## src/rtl/rat_mul.sv

```systemverilog
`default_nettype none
module rat_mul (
  input  wire logic        clk,
  input  wire logic [31:0] a,
  input  wire logic [31:0] b,
  output logic [63:0]      prod
);

  // Registered 32x32 unsigned product.
  always_ff @(posedge clk) begin
    prod <= {32'd0, a} * {32'd0, b};
  end

endmodule
`default_nettype wire

```

## config.mk

```make
export PLATFORM = sky130hd
export DESIGN_NAME = rat_mul
export DESIGN_NICKNAME = d
export VERILOG_FILES = /design/src/rtl/rat_mul.sv
export SDC_FILE = /design/constraint.sdc
export NUM_CORES = 2
export LEC_CHECK = 0
export BUFFER_PORTS_ARGS = -buffer_cell sky130_fd_sc_hd__buf_2
export CORE_ASPECT_RATIO = 0.6
export CORE_MARGIN = 4
export CORE_UTILIZATION = 45
export DETAILED_ROUTE_END_ITERATION = 10
export PLACE_DENSITY_LB_ADDON = 0.05
export SKIP_CTS_REPAIR_TIMING = 1
export SYNTH_ARGS = -nofsm -noshare
export SYNTH_HDL_FRONTEND = slang
export SYNTH_SLANG_ARGS = --single-unit
```

## constraint.sdc

```tcl
create_clock -name clk -period 10.47 [get_ports clk]
set_input_delay 2.094 -clock clk [delete_from_list [all_inputs] [get_ports clk]]
set_output_delay 2.094 -clock clk [all_outputs]
set_load 0.01 [all_outputs]
```

* Word-level counts from Yosys, hierarchy flattened *
Cells that the tools add are included.
Widths: inputs -> output; s select.

cells by class
  multiply operators = 1

operator list
  kind            count
  $mul 32x32->64  1

storage, ports and cells
  register bits = 64
  input port bits = 65
  output and inout bits = 64

* Depth between registers and ports, before layout *
  word-level depth = 1
  gate-level depth with buffers = 29

* Worst setup path before layout *
Ideal clock, no wire load.

  path kind = input port to flip-flop
  start point = in a[25]
  end point = reg prod[62]
  setup time = 0.072 ns
  arrival = 8.775 ns
  path slack = 1.623 ns
  stages = 25
  buffers on the path = 2
  cell sequence = clkbuf_1 > nand2_1 > fa_1 > inv_1 > fa_1 > inv_1 > fa_1 > inv_1 > fa_1 > fa_1 > fa_1 > fa_1 > inv_1 > fa_1 > inv_1 > ha_1 > buf_2 > nand4_1 > or4_1 > or3_1 > a31oi_1 > a31o_2 > a211oi_1 > o21ai_1 > xor2_1

on the way
  word-level cells in the longest chain between the ends = 1

ends and longest elaborated chain
  what                  RTL line  RTL
  start, declared       4         input wire logic [31:0] a,
  $mul 32x32->64        11        prod <= {32'd0, a} * {32'd0, b};
  end signal, assigned  11
  end, declared         6         output logic [63:0] prod

Every way passes these cells.

* Worst setup path after layout *
  start point = in a[22]
  end point = reg prod[62]

The elaborated chain is that of the path after synthesis.

==> impl_metrics.ini <==
[status]
status = complete, no violations

[cells_and_area]
nets = 4944
largest-register = prod
finish.utilization_pct = 48.0
drive_gt1_share_pct = 5.72
num-fill-cells = 7293
largest_register_ffs = 64
synthToLayoutAreaGrowth_pct = 5.18
layout_commonest_cell = fa_1
final_cell_mix = fa_1 (896), inv_1 (865), and2_1 (602), nand2_1 (480), ha_1 (263)
reg_top3 = prod (64)
fin_area_mm2 = 0.0365

[grt]
grt_usage_pct = 27.2
grt_pass1_wl_um = 170000
grt_antenna_before_repair = 8
grt_pass1_vias = 27900
grt_start_max_net_pins = 33
overflow = 0

[routing]
detail-route-antenna-nets = 0
drt-wirelength-per-cell_um = 22.8
vias = 25000
route.detailed.drc = 0
firstDrtPassIters = 5
drt_iter0_drc = 1760
wirelength_um = 108000
routed_via_density = 5.28

[synthesis]
synth-edff-count = 0
synth_fp_nets = 4972
synthMuxAreaShare_pct = 0.0289
ys_types = 57
synthSimpleGateAreaFrac_pct = 17.6
synth_compound_area_share_pct = 4.15
synth_cells = 3748
yosys_warnings = 0
syn_area_mm2 = 0.0347
synthArstFlopShare_pct = 0
seq_area_frac_synth_pct = 3.69
synthAdderAreaFrac_pct = 61.2
syn_avg_cell_area_um2 = 9.25
synth_top_family_by_area = adder cells
synth-xor-area-share_pct = 1.52
synth.ff_latch_count = 64
synth_flop_cell = dfxtp_1

[clock_tree]
cts_root_buf = clkbuf_16
cts_buffers = 9
clock_path_buffers = 2
cts.sinks = 64
path_clk_slew_ps = 60
cts_tree = built
htree_levels = 3

[worst_setup_path]
cp_top_family = adder cells
startpoint_type = input port
slowest_delay_ps = 600
worstPathArrival_ps = 10190
crit_type = in -> reg
cp.required_ps = 10760
crit_top_cell = fa_1
cp_max_fo = 22
crit_buf_inv = 9
end_kind = flop
critPathSlowestCell = buf_2

[sta]
hold_viol_final = 0
rsz0062_at_grt = no
setup_tns_ps = 0
maxSlewViolCount = 0
timing.final.crit_share_pct = 94.5
tightest_slew_ps = 1050
min_period_ps = 9900
finalSetupViolations = 0
fmax_mhz = 101
slew_headroom_pct = 29.9

[die]
fp.dieArea_mm2 = 0.0817
core.rowCount = 78
start_util_pct = 45.7
die_h_um = 223
coreArea_mm2 = 0.0759
pin_count = 129
die_w_um = 366

[placement]
placedInstanceArea_mm2 = 0.0362
io_buffers = 128
dp.final_hpwl_um = 86000
place_congestion = 0.917

[flow_run]
maxCapViolCount = 0

[min_path]
hp-class = in -> reg
[logic make-up (layout without fill, tap and decap cells)]
family / after synthesis / after routing
AND/OR/NAND/NOR: 1177 / 1177
adder cells (fa/ha/maj): 1159 / 1159
buffers and inverters: 1085 / 1061
AO/OA/AOI/OAI: 202 / 202
flip-flops: 64 / 64
XOR/XNOR: 60 / 60
multiplexers: 1 / 1
other: 0 / 2
[synthesized netlist by cell type, drive strengths merged (11+ instances only)]
cell | n | area, um2
and2 | 602 | 3770
a21o | 40 | 300
o21bai | 11 | 86.3
nor2 | 20 | 75.1
a31oi | 12 | 75.1
and3 | 14 | 87.6
a21oi | 66 | 342
fa | 896 | 17900
nand2 | 480 | 1800
xnor2 | 35 | 307
o21ai | 26 | 130
inv | 865 | 3250
dfxtp | 64 | 1280
xor2 | 25 | 219
clkbuf | 213 | 800
nand4 | 23 | 144
ha | 263 | 3290
[path summary, 6_finish.rpt]
kind	startpoint	to	cells after the start	slack, ps
max	a[22]	prod[62]	27	570
min	b[0]	prod[0]	2	2410
[final cells by class]
class                      instances  area (um2)  share of cell area (%)
sequential                        64        1280                    3.51
clock buffer                       9         225                   0.617
tap                             1000        1250                    3.43
inverter                         865        3250                    8.90
timing repair buffer             181        1060                    2.92
multi-input combinational       2599       29300                    80.4
clock inverter                     6        85.1                   0.233
antenna                            2        5.00                  0.0137
[layer usage]
metal | up-vias | wire length, um | GRT usage [%] | share of wire, %
met1 | 13200 | 49000 | 39.7 | 46
li1 | 10800 | - | - | -
met4 | 8 | 2260 | 5.64 | 2.1
met2 | 893 | 48500 | 42.7 | 45
met5 | - | 55 | 0 | 0.051
met3 | 135 | 7810 | 5.16 | 7.3
[per-stage QoR]
step           cells  hold WS [ps]  worst slack, ps
2_1_floorplan   3748          2220             1620
3_3_place_gp    4709          2490              429
3_5_place_dp    4709          2490              289
4_1_cts         4724          2400              652
5_1_grt         4726          2410              187
6_report        4726          2410              571
Power is not shown: default switching activity piles up to over one toggle a cycle in this logic, so the estimate is an artifact.
