<file path="src/rtl/rat_div.sv">
`default_nettype none
module rat_div (
  input  wire logic        clk,
  input  wire logic        rst_n,
  input  wire logic        start,
  input  wire logic [63:0] dividend,
  input  wire logic [63:0] divisor,
  output logic             done,
  output logic [63:0]      quotient
);

  logic [63:0] rem_r;
  logic [63:0] quo_r;
  logic [63:0] dvs_r;
  logic [5:0]  cnt_r;
  logic        busy_r;
  logic        done_r;
  logic [64:0] shifted;
  logic        fits;

  // One restoring step: shift in the next dividend bit and try a subtract.
  assign shifted = {rem_r, quo_r[63]};
  assign fits    = shifted >= {1'b0, dvs_r};

  always_ff @(posedge clk) begin
    if (!rst_n) begin
      busy_r <= 1'b0;
      done_r <= 1'b0;
    end else begin
      done_r <= 1'b0;
      if (start) begin
        busy_r <= 1'b1;
      end else if (busy_r && cnt_r == 6'd63) begin
        busy_r <= 1'b0;
        done_r <= 1'b1;
      end
    end
  end

  always_ff @(posedge clk) begin
    if (start) begin
      rem_r <= '0;
      quo_r <= dividend;
      dvs_r <= divisor;
      cnt_r <= '0;
    end else if (busy_r) begin
      rem_r <= fits ? 64'(shifted - {1'b0, dvs_r}) : shifted[63:0];
      quo_r <= {quo_r[62:0], fits};
      cnt_r <= cnt_r + 6'd1;
    end
  end

  assign done     = done_r;
  assign quotient = quo_r;

endmodule
`default_nettype wire

</file>
<file path="config.mk">
export PLATFORM = sky130hd
export DESIGN_NAME = rat_div
export DESIGN_NICKNAME = d
export VERILOG_FILES = /design/src/rtl/rat_div.sv
export SDC_FILE = /design/constraint.sdc
export NUM_CORES = 1
export LEC_CHECK = 0
export ABC_AREA = 0
export BUFFER_PORTS_ARGS = -buffer_cell sky130_fd_sc_hd__buf_2
export CAP_MARGIN = 30
export CELL_PAD_IN_SITES_DETAIL_PLACEMENT = 2
export CELL_PAD_IN_SITES_GLOBAL_PLACEMENT = 2
export CORE_ASPECT_RATIO = 1.1
export CORE_MARGIN = 2
export CORE_UTILIZATION = 38
export DETAILED_ROUTE_END_ITERATION = 8
export GPL_TIMING_DRIVEN = 0
export HOLD_SLACK_MARGIN = 0.06
export PLACE_DENSITY = 0.94
export SYNTH_ARGS = -nofsm -noshare
export SYNTH_HDL_FRONTEND = slang
export SYNTH_SLANG_ARGS = --single-unit
</file>
<file path="constraint.sdc">
create_clock -name clk -period 4.4 [get_ports clk]
set_clock_uncertainty 0.1 [all_clocks]
set_input_delay 0.22 -clock clk [delete_from_list [all_inputs] [get_ports clk]]
set_output_delay 0.22 -clock clk [all_outputs]
set_load 0.03 [all_outputs]
</file>
# After elaboration in Yosys (flattened, before gate mapping)
# Cells that the tools add are included.
[word_totals]
latchBits = 0
mem_bits_rw = 0
inputBits = 131
word_cells = 21
regBits = 200
n_memories = 0
output_inout_bits = 65
romBits = 0
[classes]
mul = 0
n_div = 0
bitwise_logic = 1
reduce_logical = 4
shifts = 0
muxes = 6
magnitude_cmp = 1
n_addsub = 2
n_eq_ne = 1
[op_table]
columns = ["op", "n"]
rows = [
  ["64-bit 2-to-1 mux", 3],
  ["65-bit by 64-bit greater-or-equal comparator with 1-bit output", 1],
  ["64-bit subtractor", 1],
  ["6-bit by 1-bit adder with 6-bit output, second input constant", 1],
  ["6-bit == test, second input constant", 1],
  ["2-bit nonzero test", 2],
  ["1-bit 2-to-1 mux", 3],
  ["2-bit OR reduction", 1],
  ["1-bit logical AND", 1],
  ["1-bit NOT", 1],
]

# Depth between registers and ports, before layout
# Gate-level depths: netlist (run 1).
[logic_depth]
word_depth = 4
ltp_mapped = 14
depth_no_buf = 12

# Worst setup path before layout (run 1)
# OpenSTA, ideal clock, no wires.
[synth_path]
kind = "register -> register"
start = "register quo_r[63], in the netlist quotient[63]"
end = "register rem_r[62]"
slack_ps = 1181
path_stages_with_launch = 13
arrival_time_ps = 3024
period_less_slack_ps = 3219
setup_time_ps = 95
path_cell_list = "edfxtp_1 inv_1 ha_1 fa_1 nand2b_1 a211oi_1 o21ai_0 a211oi_1 nor3_1 o21ai_1 nand4_1 mux2_2 a221oi_1"
[synth_between]
elab_chain_cells = 2
elab_cells_between_ends = 3
classes_between = "add/sub: 1; order compare: 1; mux: 1"
[synth_rtl]
columns = ["item", "line", "rtl"]
rows = [
  ["start, declared", "13", "logic [63:0] quo_r;"],
  ["start signal, assigned", "43", "quo_r <= dividend;"],
  ["start signal, assigned", "48", "quo_r <= {quo_r[62:0], fits};"],
  ["64-bit subtractor or 65-bit by 64-bit greater-or-equal comparator with 1-bit output (tied branches)", "47, 23", ""],
  ["64-bit 2-to-1 mux (*)", "47", "rem_r <= fits ? 64'(shifted - {1'b0, dvs_r}) : shifted[63:0];"],
  ["end signal, assigned", "47", ""],
  ["end, declared", "12", "logic [63:0] rem_r;"],
]
# Every way passes the cells marked *; elsewhere a longest branch is shown, timed or not.
# A chain may end at the register's enable or synchronous reset.

# Worst setup path after layout (run 1)
[layout_path]
start = "register dvs_r[53]"
end = "register rem_r[62]"
[layout_between]
elab_chain_cells = 2
elab_cells_between_ends = 3
classes_between = "add/sub: 1; order compare: 1; mux: 1"
[layout_rtl]
columns = ["item", "line", "rtl"]
rows = [
  ["start, declared", "14", "logic [63:0] dvs_r;"],
  ["start signal, assigned", "44", "dvs_r <= divisor;"],
  ["64-bit subtractor or 65-bit by 64-bit greater-or-equal comparator with 1-bit output (tied branches)", "47, 23", ""],
  ["64-bit 2-to-1 mux (*)", "47", ""],
]
# Marks and branches as above.

==> qor.csv, run 1 <==
stage;metric;value;unit
outcome;status;finished with violations;
outcome;violations;setup timing;
worst_setup_path;critical_path.reg2reg.endpoint;rem_r[62]$_SDFFE_PP0P_;
routing;postRouteWirelength;63700;um
worst_setup_path;crit_start;dvs_r[53]$_DFFE_PP_;
synth;synth_area_per_cell;9.43;sq um
grt;global_route.usage.total;34.5;%
placed_design;routabilityCongestion;0.865;
worst_setup_path;crit_path_top_delay_cell;a221oi_1;
timing;fin_crit;4530;ps
final_layout;design_area;0.0155;sq mm
synth;synth_seq_area_share;43.9;%
floorplan;num_io_pins;196;
clocking;cts.path.max_buffers;2;
worst_setup_path;criticalPathCategory;reg2reg;
floorplan;core_region_area;0.0313;sq mm
synth;synth_top_area_share;31.9;%
synth;yosys.area_share.xor_xnor;3.56;%
clocking;clk_transition_reported_paths;110;ps
final_layout;finalNetCount;1820;
worst_setup_path;arrival_time_reported_for_the_critical_path_endpoint;4780;ps
synth;number_of_flops_mapped_to_enable_cells_by_yosys;128;
grt;grt.overflow.total;0;
synth;synth.cell_area;0.0120;sq mm
pwr;max-vdd-ir-drop;0.000293;V
routing;drt-initial-drc-count;1125;
clocking;tritoncts_num_sinks;200;
routing;via_per_inst;6.30;
worst_setup_path;path_max_fanout;10;
floorplan;starting_density;38.5;%
grt;initial_antenna_violation_count;1;
floorplan;placementRows;68;
routing;drt-pass1-iter-count;5;
synth;syn_inst;1277;
worst_setup_path;worst_setup_path_endpoint;rem_r[62]$_SDFFE_PP0P_;
grt;maximum_number_of_pins_on_one_net_before_global_route_repair;66;
placed_design;numPortBuffers;195;
grt;grt_pass1_vias;14000;
floorplan;die_w;174;um
timing;finalMaxSlewViolations;0;
placed_design;placed_instance_area;0.0136;sq mm
worst_setup_path;max_stage_delay;520;ps
synth;synth_adder_area_share;6.92;%
worst_setup_path;reg2reg_setup_slack;-130;ps
worst_setup_path;reg2regPathDepth;13;
synth;syn-num-nets;1474;
run;maxCapViolCount;0;
synth;synth_cell_types;72;
routing;antenna_left;0;
final_layout;n_fill_cell;3343;
placed_design;post-dp-hpwl;34500;um
synth;synth_compound_gate_area_share;19.3;%
synth;yosys.area.top_type;edfxtp_1;
clocking;cts_tree;done;
synth;synth.top_cells.by_area;edfxtp_1, dfxtp_1, ha_1;
synth;synth.area.mux_share;6.68;%
clocking;cts-root-buf;clkbuf_16;
timing;fin_hold_ws;309;ps
worst_setup_path;crit_chain;inv_1, ha_1, clkbuf_1, inv_1, nor2_1, a221oi_1, o21bai_1, a221o_1, a21oi_1, nand2_2, buf_2, o21ai_0, a221oi_1;
clocking;clock_tree.htree_level_count;4;
final_layout;finalNonFillerCells;2057;
worst_setup_path;start_kind;register;
clocking;worst_skew_pair.late_latency;500;ps
timing;tightest_slew;1150;ps
synth;ys_async_sr_fraction;0;%
timing;fmax;221;MHz
hold_path;worst_hold_path_type;in2reg;
floorplan;floorplan.die_area;0.0331;sq mm
pwr;power-per-cell-area;393;mW/mm^2
synth;synth_top_family_by_area;compound AO/OA/AOI/OAI gates;
final_layout;multi_input_comb_area;0.00611;sq mm
synth;yosys.area_share.simple;14.2;%
clocking;number_of_cts_inserted_buffers;17;
grt;grt_pass1_wl;86300;um
final_layout;layout_commonest_cell;buf_2;
placed_design;place_inst;1893;
timing;max-slew-margin-rel;23.2;%
routing;drt_drc_violations_left;0;
worst_setup_path;critical_path.reg2reg.startpoint;dvs_r[53]$_DFFE_PP_;
floorplan;die_h;191;um
pwr;totalPowerFinal;6.09;mW
synth;yosys_register_bits;200;
pwr;cellLeakagePower;6.48;nW
placed_design;pre_cts_slack;243;ps
synth;synthesis.yosys.warnings;0;
timing;setup_viol_count_final;4;
final_layout;final_layout_size_suffix_gt1_share;20.4;%
routing;wire_length_per_cell_after_detailed_routing;31.0;um
timing;timing.final.crit_share;103;%
final_layout;fin_util;49.4;%
routing;via_count;13000;
worst_setup_path;timing.critical_path.to_type;register;
timing;finalWorstSetupSlack;-129;ps
worst_setup_path;crit_required;4650;ps
timing;totalNegativeSetupSlack;-196;ps
final_layout;syn2layout_area_growth;28.5;%
final_layout;layout_common_cells;buf_2, nand2_1, dlygate4sd3_1;
synth;dominantRegCellSynth;edfxtp_1;
final_layout;regArea;0.00529;sq mm
timing;final_number_of_hold_violating_endpoints;0;
==> how the worst min path moves through the flow <==
stage | start | cells after the start | slack, ps | end
global placement | divisor[12] | 1 | 300 | dvs_r[12]$_DFFE_PP_
finish | start | 1 | 310 | dvs_r[63]$_DFFE_PP_
CTS | start | 1 | 320 | dvs_r[22]$_DFFE_PP_
detailed placement | divisor[26] | 1 | 300 | dvs_r[26]$_DFFE_PP_
floorplan | divisor[0] | 0 | 220 | dvs_r[0]$_DFFE_PP_
global route | divisor[7] | 2 | 320 | dvs_r[7]$_DFFE_PP_
==> critical path, delay by kind of cell, from the launching register on <==
family,cells,cell delay (ps)
compound gates,6,1800
fa+ha+maj,1,290
buf+inv,4,1030
flops,1,370
simple gates,2,790
==> area by class of cell <==
type	instances	share of cell area (%)
inverter	96	2.33
clock inverter	14	1.06
sequential	200	34.1
buffer	68	1.90
clock buffer	18	2.77
tap	420	3.40
antenna	1	0.0162
multi-input combinational	913	39.5
timing repair buffer	327	14.9
==> timing repair <==
action,CTS,global route
setup endpoints to repair,0,15
endpoints found under the hold margin,130,0
setup buffers,0,2
hold buffers,129,0
gates resized for setup,0,6
==> where the power goes <==
part	total, mW	leakage, nW	internal [mW]	switching, mW
registers	2.35	1.86	2.19	0.157
logic	1.98	4.34	0.653	1.33
clock network	1.76	0.283	0.812	0.943
total	6.09	6.48	3.66	2.43
==> sequential cells by signal, indices dropped and copies added (netlist names) <==
register / cells
rem_r: 64
cnt_r: 6
done: 1
dvs_r: 64
busy_r: 1
quotient: 64
==> Yosys cell counts (13+ instances only) <==
cell / number
edfxtp_1: 128
xor2_1: 26
buf_2: 18
o21bai_1: 13
inv_1: 95
xnor2_1: 23
ha_1: 65
clkbuf_1: 46
nand2_1: 156
o21ai_0: 67
mux2_2: 67
a21oi_1: 95
dfxtp_1: 72
nor2_1: 100
nand4_1: 23
nand3_1: 21
a21o_1: 22
a311oi_1: 42
nor3_1: 19
==> per-layer routing <==
layer / global-route usage, % / up-vias / wire (um)
met2: 61.7 / 872 / 31400
li1: - / 5368 / -
met1: 36.6 / 6373 / 22800
met5: 0 / - / 0
met4: 21.9 / 0 / 4750
met3: 8.03 / 349 / 4830
==> cells by family (layout without fill, tap and decap cells) <==
kind of cell	Yosys count	after routing
compound gates	347	347
xor+xnor	49	49
fa+ha+maj	66	66
buf+inv	164	523
flops	200	200
mux	72	72
other cells	0	1
simple gates	379	379
Power figures use the tool's default switching activity.
==> inputs of run 2 (changes only) <==
--- a/config.mk
+++ b/config.mk
@@ -17,6 +17,7 @@
 export GPL_TIMING_DRIVEN = 0
 export HOLD_SLACK_MARGIN = 0.06
 export PLACE_DENSITY = 0.94
+export RECOVER_POWER = 100
 export SYNTH_ARGS = -nofsm -noshare
 export SYNTH_HDL_FRONTEND = slang
 export SYNTH_SLANG_ARGS = --single-unit
==> run 2 against run 1 <==
  * Fmax increased by 5.9%
  * Cell count unchanged
  * Power decreased by 2.7%
  * Non-clock buffer count unchanged
  * Clock power decreased by 3%
  * Cell area decreased by 0.74%
  * Combinational power decreased by 5%
  * Register-to-register slack improved by 250 ps
  * Largest power group unchanged
  * Highest routed layer unchanged
  * The run ends with capacitance limit left
==> qor.csv, run 2 (same netlist as run 1, synthesis figures left out) <==
stage;metric;value;unit
grt;initial_antenna_violation_count;1;
routing;drt-pass1-iter-count;8;
routing;wire_length_per_cell_after_detailed_routing;27.8;um
routing;wl_met3;3740;um
final_layout;regArea;0.00529;sq mm
worst_setup_path;critical_path.reg2reg.startpoint;dvs_r[53]$_DFFE_PP_;
timing;rsz0062_at_grt;no;
timing;final_number_of_hold_violating_endpoints;0;
clocking;cts.path.max_buffers;2;
worst_setup_path;reg2regPathDepth;13;
clocking;clk_transition_reported_paths;100;ps
final_layout;layout_common_cells;nand2_1, dlygate4sd3_1, edfxtp_1;
routing;top_signal_layer_used;met4;
routing;met2RoutedLength;28800;um
final_layout;final_layout_size_suffix_gt1_share;14.1;%
worst_setup_path;timing.critical_path.to_type;register;
worst_setup_path;max_stage_delay;480;ps
outcome;violations;capacitance limit;
clocking;tritoncts_num_sinks;200;
worst_setup_path;criticalPathCategory;reg2reg;
placed_design;post-dp-hpwl;34500;um
final_layout;finalNonFillerCells;2057;
worst_setup_path;timing.critical_path.mode_cell;inv_1;
worst_setup_path;reg2reg_setup_slack;120;ps
floorplan;floorplan.die_area;0.0331;sq mm
final_layout;syn2layout_area_growth;27.5;%
worst_setup_path;crit_path_top_delay_cell;a221oi_1;
pwr;power-per-cell-area;386;mW/mm^2
pwr;max-vdd-ir-drop;0.000282;V
final_layout;finalNetCount;1820;
hold_path;hold_path_depth;1;
pwr;power.combinational.fraction;31.7;%
clocking;number_of_cts_inserted_buffers;17;
grt;grt.overflow.total;0;
worst_setup_path;arrival_time_reported_for_the_critical_path_endpoint;4530;ps
routing;drt-initial-drc-count;729;
routing;postRouteWirelength;57100;um
worst_setup_path;critical_path.reg2reg.endpoint;rem_r[62]$_SDFFE_PP0P_;
pwr;sw_frac_of_total;38.8;%
pwr;totalPowerFinal;5.93;mW
floorplan;starting_density;38.5;%
placed_design;routabilityCongestion;0.865;
outcome;status;finished with violations;
pwr;p_switching;2.30;mW
worst_setup_path;crit_chain;inv_1, ha_1, clkbuf_1, inv_1, nor2_1, and4_1, nand4_1, o31ai_2, a21oi_1, nand2_2, clkbuf_2, o21ai_0, a221oi_1;
pwr;cellLeakagePower;6.26;nW
clocking;worst_skew_pair.late_latency;500;ps
timing;tightest_slew;1480;ps
clocking;clock_tree.htree_level_count;4;
timing;max-slew-margin-rel;1.08;%
worst_setup_path;crit_required;4660;ps
timing;setup_viol_count_final;0;
final_layout;multi_input_comb_area;0.00611;sq mm
floorplan;placementRows;68;
placed_design;place_inst;1893;
run;maxCapViolCount;1;
routing;via_count;12500;
floorplan;core_region_area;0.0313;sq mm
clocking;cts-root-buf;clkbuf_16;
worst_setup_path;path_max_fanout;10;
routing;via_per_inst;6.05;
floorplan;num_io_pins;196;
routing;antenna_left;0;
timing;finalMaxSlewViolations;0;
pwr;p_int;3.63;mW
worst_setup_path;start_kind;register;
grt;grt_pass1_wl;86300;um
routing;wl_on_met1;20900;um
routing;drt_drc_violations_left;0;
pwr;clock_power_share;28.9;%
floorplan;die_h;191;um
hold_path;timing.hold.worst_endpoint;dvs_r[14]$_DFFE_PP_;
timing;timing.final.crit_share;97.2;%
floorplan;die_w;174;um
clocking;cts_tree;done;
timing;fmax;234;MHz
grt;grt_pass1_vias;14000;
placed_design;numPortBuffers;195;
final_layout;layout_commonest_cell;nand2_1;
grt;global_route.usage.total;34.5;%
pwr;power_frac_seq;39.4;%
hold_path;holdCritStartpoint;start;
final_layout;n_fill_cell;3418;
hold_path;worst_hold_path_type;in2reg;
timing;fin_crit;4280;ps
grt;maximum_number_of_pins_on_one_net_before_global_route_repair;66;
==> run 2: changes by cell type in the layout (fill, tap and decap cells not counted), sizes merged <==
cell / change
buf: -88
clkbuf: +88
==> run 2: final cells by class <==
class                           count  share of cell area (%)
Tap cell                          420                    3.42
Multi-Input combinational cell    913                    39.7
Sequential cell                   200                    34.4
Antenna cell                        1                  0.0163
Clock buffer                       18                    2.79
Buffer                             68                    1.91
Timing Repair Buffer              327                    14.3
Inverter                           96                    2.35
Clock inverter                     14                    1.07
==> run 2: power by group through the flow <==
stage / sequential [mW] / clock [mW] / combinational, mW
floorplan: 2.43 / 0 / 0.978
global placement: 2.33 / 0 / 1.55
detailed placement: 2.34 / 0 / 1.65
CTS: 2.31 / 1.68 / 1.77
global route: 2.35 / 1.77 / 2.00
finish: 2.34 / 1.71 / 1.88
==> run 2: worst max-delay path by stage <==
| stage | startpoint | to | slack [ps] | cells after the start |
|---|---|---|---|---|
| 4_1_cts | quotient[63]$_DFFE_PP_ | rem_r[54]$_SDFFE_PP0P_ | 240 | 12 |
| 3_5_place_dp | quotient[63]$_DFFE_PP_ | rem_r[54]$_SDFFE_PP0P_ | 240 | 12 |
| 3_3_place_gp | start | quotient[51]$_DFFE_PP_ | -830 | 5 |
| 2_1_floorplan | quotient[63]$_DFFE_PP_ | rem_r[62]$_SDFFE_PP0P_ | 1180 | 12 |
| 5_1_grt | dvs_r[52]$_DFFE_PP_ | rem_r[7]$_SDFFE_PP0P_ | 30 | 13 |
| 6_report | dvs_r[53]$_DFFE_PP_ | rem_r[62]$_SDFFE_PP0P_ | 120 | 13 |
==> run 2: metrics by stage <==
step / instance area [sq um] / utilization, % / hold WS, ps / TNS, ps / worst slack (ps)
5_1_grt: 15400 / 49.1 / 345 / 0 / 25.6
6_report: 15400 / 49.1 / 317 / 0 / 122
3_5_place_dp: 13600 / 43.3 / 299 / 0 / 243
4_1_cts: 15500 / 49.4 / 324 / 0 / 244
2_1_floorplan: 12000 / - / 219 / 0 / 1180
3_3_place_gp: 13500 / 43.3 / 298 / -52790 / -826
==> run 2: per-layer routing <==
metal  vias to the layer above  track usage, %
met2                       634            61.7
met5                         -               0
li1                       5376               -
met1                      6193            36.6
met3                       247            8.03
met4                         0            21.9
==> run 2: timing repair <==
action | 4_1_cts | 5_1_grt
setup buffers | 0 | 2
gates resized for setup | 0 | 6
setup endpoints to repair | 0 | 15
hold buffers | 129 | 0
hold endpoints to repair | 130 | 0
==> run 2: critical path, delay by kind of cell (launching register included) <==
family / cells / cell delay, ps
simple gates: 4 / 1230
compound gates: 4 / 1180
buf+inv: 4 / 1010
flops: 1 / 350
fa+ha+maj: 1 / 270
==> inputs of run 3 (changes only) <==
--- a/config.mk
+++ b/config.mk
@@ -6,17 +6,17 @@
 export NUM_CORES = 1
 export LEC_CHECK = 0
 export ABC_AREA = 0
-export BUFFER_PORTS_ARGS = -buffer_cell sky130_fd_sc_hd__buf_2
 export CAP_MARGIN = 30
 export CELL_PAD_IN_SITES_DETAIL_PLACEMENT = 2
 export CELL_PAD_IN_SITES_GLOBAL_PLACEMENT = 2
 export CORE_ASPECT_RATIO = 1.1
 export CORE_MARGIN = 2
-export CORE_UTILIZATION = 38
+export CORE_UTILIZATION = 40
 export DETAILED_ROUTE_END_ITERATION = 8
+export DONT_BUFFER_PORTS = 1
 export GPL_TIMING_DRIVEN = 0
 export HOLD_SLACK_MARGIN = 0.06
-export PLACE_DENSITY = 0.94
+export PLACE_DENSITY = 0.88
 export RECOVER_POWER = 100
 export SYNTH_ARGS = -nofsm -noshare
 export SYNTH_HDL_FRONTEND = slang
==> constraint.sdc (replaced) <==
create_clock -name clk -period 4.3 [get_ports clk]
set_clock_uncertainty 0.1 [all_clocks]
set_input_delay 0.215 -clock clk [delete_from_list [all_inputs] [get_ports clk]]
set_output_delay 0.215 -clock clk [all_outputs]
set_load 0.03 [all_outputs]
==> run 3 against run 2 <==
  * Cell count decreased by 12%
  * Setup slack better by 27 ps
  * Critical path depth shrank 1
  * Sequential share of layout area is 2.3 points higher
  * Fmax increased by 3.0%
  * Routed wire length is 10% lower
  * Hold slack got worse by 52 ps
  * Clock power is essentially flat
  * The flow finishes with violations (capacitance limit, slew limit)
  * Die area down 4.9%
  * Cell area is 6.2% lower
  * Non-clock buffer count fell by 194
==> qor.csv, run 3 (same netlist as run 1, synthesis figures left out) <==
stage;metric;value;unit
worst_setup_path;timing.critical_path.max_delay_family;compound AO/OA/AOI/OAI gates;
floorplan;starting_density;40.6;%
hold_path;holdCritStartpoint;divisor[14];
routing;drt-pass1-iter-count;5;
worst_setup_path;path_max_fanout;4;
clocking;clock_tree.htree_level_count;4;
placed_design;place_inst;1652;
worst_setup_path;critical_path.reg2reg.endpoint;rem_r[60]$_SDFFE_PP0P_;
clocking;clk_transition_reported_paths;100;ps
worst_setup_path;reg2reg_setup_slack;150;ps
pwr;sw_frac_of_total;37.9;%
pwr;cellLeakagePower;5.70;nW
pwr;power.combinational.fraction;27.8;%
routing;wire_length_per_cell_after_detailed_routing;28.2;um
final_layout;syn2layout_area_growth;19.6;%
placed_design;routabilityCongestion;0.862;
clocking;number_of_cts_inserted_buffers;17;
timing;tightest_slew;4150;ps
grt;initial_antenna_violation_count;0;
grt;grt_pass1_wl;77400;um
timing;setup_viol_count_final;0;
floorplan;die_h;186;um
routing;drt-initial-drc-count;784;
worst_setup_path;crit_path_top_delay_cell;edfxtp_1;
worst_setup_path;crit_chain;inv_1, ha_1, fa_1, nand2b_1, a211oi_2, o21ai_0, a211oi_1, nor2_1, o21ai_0, o221ai_1, xor2_1, o21ai_0;
final_layout;finalNetCount;1626;
worst_setup_path;start_kind;register;
run;maxCapViolCount;1;
outcome;violations;capacitance limit, slew limit;
placed_design;placed_instance_area;0.0125;sq mm
routing;antenna_left;0;
hold_path;worst_hold_path_type;in2reg;
final_layout;insertedDiodeCount;0;
final_layout;fin_util;48.6;%
final_layout;layout_common_cells;nand2_1, dlygate4sd3_1, edfxtp_1;
floorplan;placementRows;66;
worst_setup_path;crit_required;4570;ps
pwr;p_int;3.64;mW
pwr;max-vdd-ir-drop;0.000274;V
floorplan;floorplan.die_area;0.0315;sq mm
final_layout;design_area;0.0144;sq mm
worst_setup_path;critPathBufInv;1;
worst_setup_path;critical_path.reg2reg.startpoint;quotient[63]$_DFFE_PP_;
routing;via_count;11300;
clocking;cts.path.max_buffers;2;
grt;global_route.usage.total;32.7;%
timing;timing.final.crit_share;96.5;%
floorplan;num_io_pins;196;
worst_setup_path;max_stage_delay;630;ps
placed_design;post-dp-hpwl;31400;um
clocking;cts-root-buf;clkbuf_16;
placed_design;numPortBuffers;0;
hold_path;hold_path_depth;1;
timing;finalMaxSlewViolations;65;
grt;maximum_number_of_pins_on_one_net_before_global_route_repair;65;
grt;grt.overflow.total;0;
worst_setup_path;criticalPathCategory;reg2reg;
clocking;cts_tree;done;
timing;final_number_of_hold_violating_endpoints;0;
final_layout;final_layout_size_suffix_gt1_share;8.60;%
timing;rsz0062_at_grt;no;
clocking;worst_skew_pair.late_latency;480;ps
worst_setup_path;arrival_time_reported_for_the_critical_path_endpoint;4430;ps
hold_path;timing.hold.worst_endpoint;dvs_r[14]$_DFFE_PP_;
pwr;power_frac_seq;43.2;%
pwr;power-per-cell-area;407;mW/mm^2
pwr;clock_power_share;29.0;%
timing;max-slew-margin-rel;-177;%
clocking;tritoncts_num_sinks;200;
grt;grt_pass1_vias;12700;
worst_setup_path;timing.critical_path.mode_cell;o21ai_0;
routing;via_per_inst;6.25;
worst_setup_path;crit_start;quotient[63]$_DFFE_PP_;
worst_setup_path;timing.critical_path.to_type;register;
floorplan;core_region_area;0.0296;sq mm
final_layout;finalNonFillerCells;1816;
outcome;status;finished with violations;
worst_setup_path;reg2regPathDepth;12;
final_layout;layout_commonest_cell;nand2_1;
routing;drt_drc_violations_left;0;
timing;fmax;241;MHz
timing;totalNegativeSetupSlack;0;ps
pwr;p_switching;2.22;mW
routing;postRouteWirelength;51300;um
floorplan;die_w;169;um
timing;fin_crit;4150;ps
==> run 3: cell count changes in the layout (fill, tap and decap cells not counted), moves of 2 or more <==
cell | before | now
a211oi_1 | 10 | 8
a211oi_2 | 0 | 2
buf_2 | 125 | 10
clkbuf_1 | 127 | 49
clkbuf_2 | 8 | 10
clkinv_8 | 2 | 0
mux2_1 | 21 | 13
mux2_2 | 46 | 54
==> run 3: final cells by class <==
type | instances | area [sq um]
inverters | 96 | 360
repair buffers | 133 | 1320
well taps | 374 | 468
clock buffers | 19 | 433
plain buffers | 68 | 294
clock inverters | 13 | 136
multi-input cells | 913 | 6120
flip-flops and latches | 200 | 5290
fillers | 3089 | 15200
==> run 3: worst max path at each step <==
| stage | to | slack, ps | cells after the start |
|---|---|---|---|
| finish | rem_r[60]$_SDFFE_PP0P_ | 150 | 12 |
| global placement | rem_r[54]$_SDFFE_PP0P_ | -100 | 12 |
| detailed placement | rem_r[62]$_SDFFE_PP0P_ | -120 | 12 |
| global route | rem_r[6]$_SDFFE_PP0P_ | 9 | 13 |
| floorplan | rem_r[62]$_SDFFE_PP0P_ | 1080 | 12 |
| CTS | rem_r[62]$_SDFFE_PP0P_ | 50 | 12 |
==> run 3: timing repair <==
item | 4_1_cts | 5_1_grt
endpoints found under the setup margin | 2 | 15
cloned | 0 | 0
hold buffers | 130 | 0
buffers inserted | 0 | 2
hold endpoints to repair | 194 | 0
gates resized for setup | 1 | 6
pin swaps | 0 | 1
==> run 3: routing by layer <==
layer,vias up,routed length (um),track usage [%]
met5,-,0,0
met4,0,2710,17.3
met3,164,2900,6.57
met2,465,26000,59.5
met1,5740,19700,36.0
li1,4975,-,-
==> run 3: power by group through the flow <==
stage | Sequential [mW] | Combinational, mW | Clock (mW)
2_1_floorplan | 2.49 | 1.00 | 0
3_3_place_gp | 2.53 | 1.33 | 0
3_5_place_dp | 2.54 | 1.40 | 0
4_1_cts | 2.50 | 1.53 | 1.67
5_1_grt | 2.54 | 1.76 | 1.77
6_report | 2.53 | 1.63 | 1.70
==> run 3: stage by stage <==
step / setup slack, ps / hold WS (ps) / power [mW]
global route: 9.00 / 261 / 6.08
global placement: -95.9 / 214 / 3.86
CTS: 52.7 / 64.9 / 5.71
finish: 148 / 265 / 5.86
floorplan: 1080 / 214 / 3.49
detailed placement: -118 / 214 / 3.94
==> run 3: worst reg2reg max path, cell delays in order (launching register included) <==
cell and delay (ps):
edfxtp_1 630, inv_1 100, ha_1 260, fa_1 420
nand2b_1 280, a211oi_2 310, o21ai_0 230, a211oi_1 360
nor2_1 240, o21ai_0 420, o221ai_1 230, xor2_1 190
o21ai_0 290
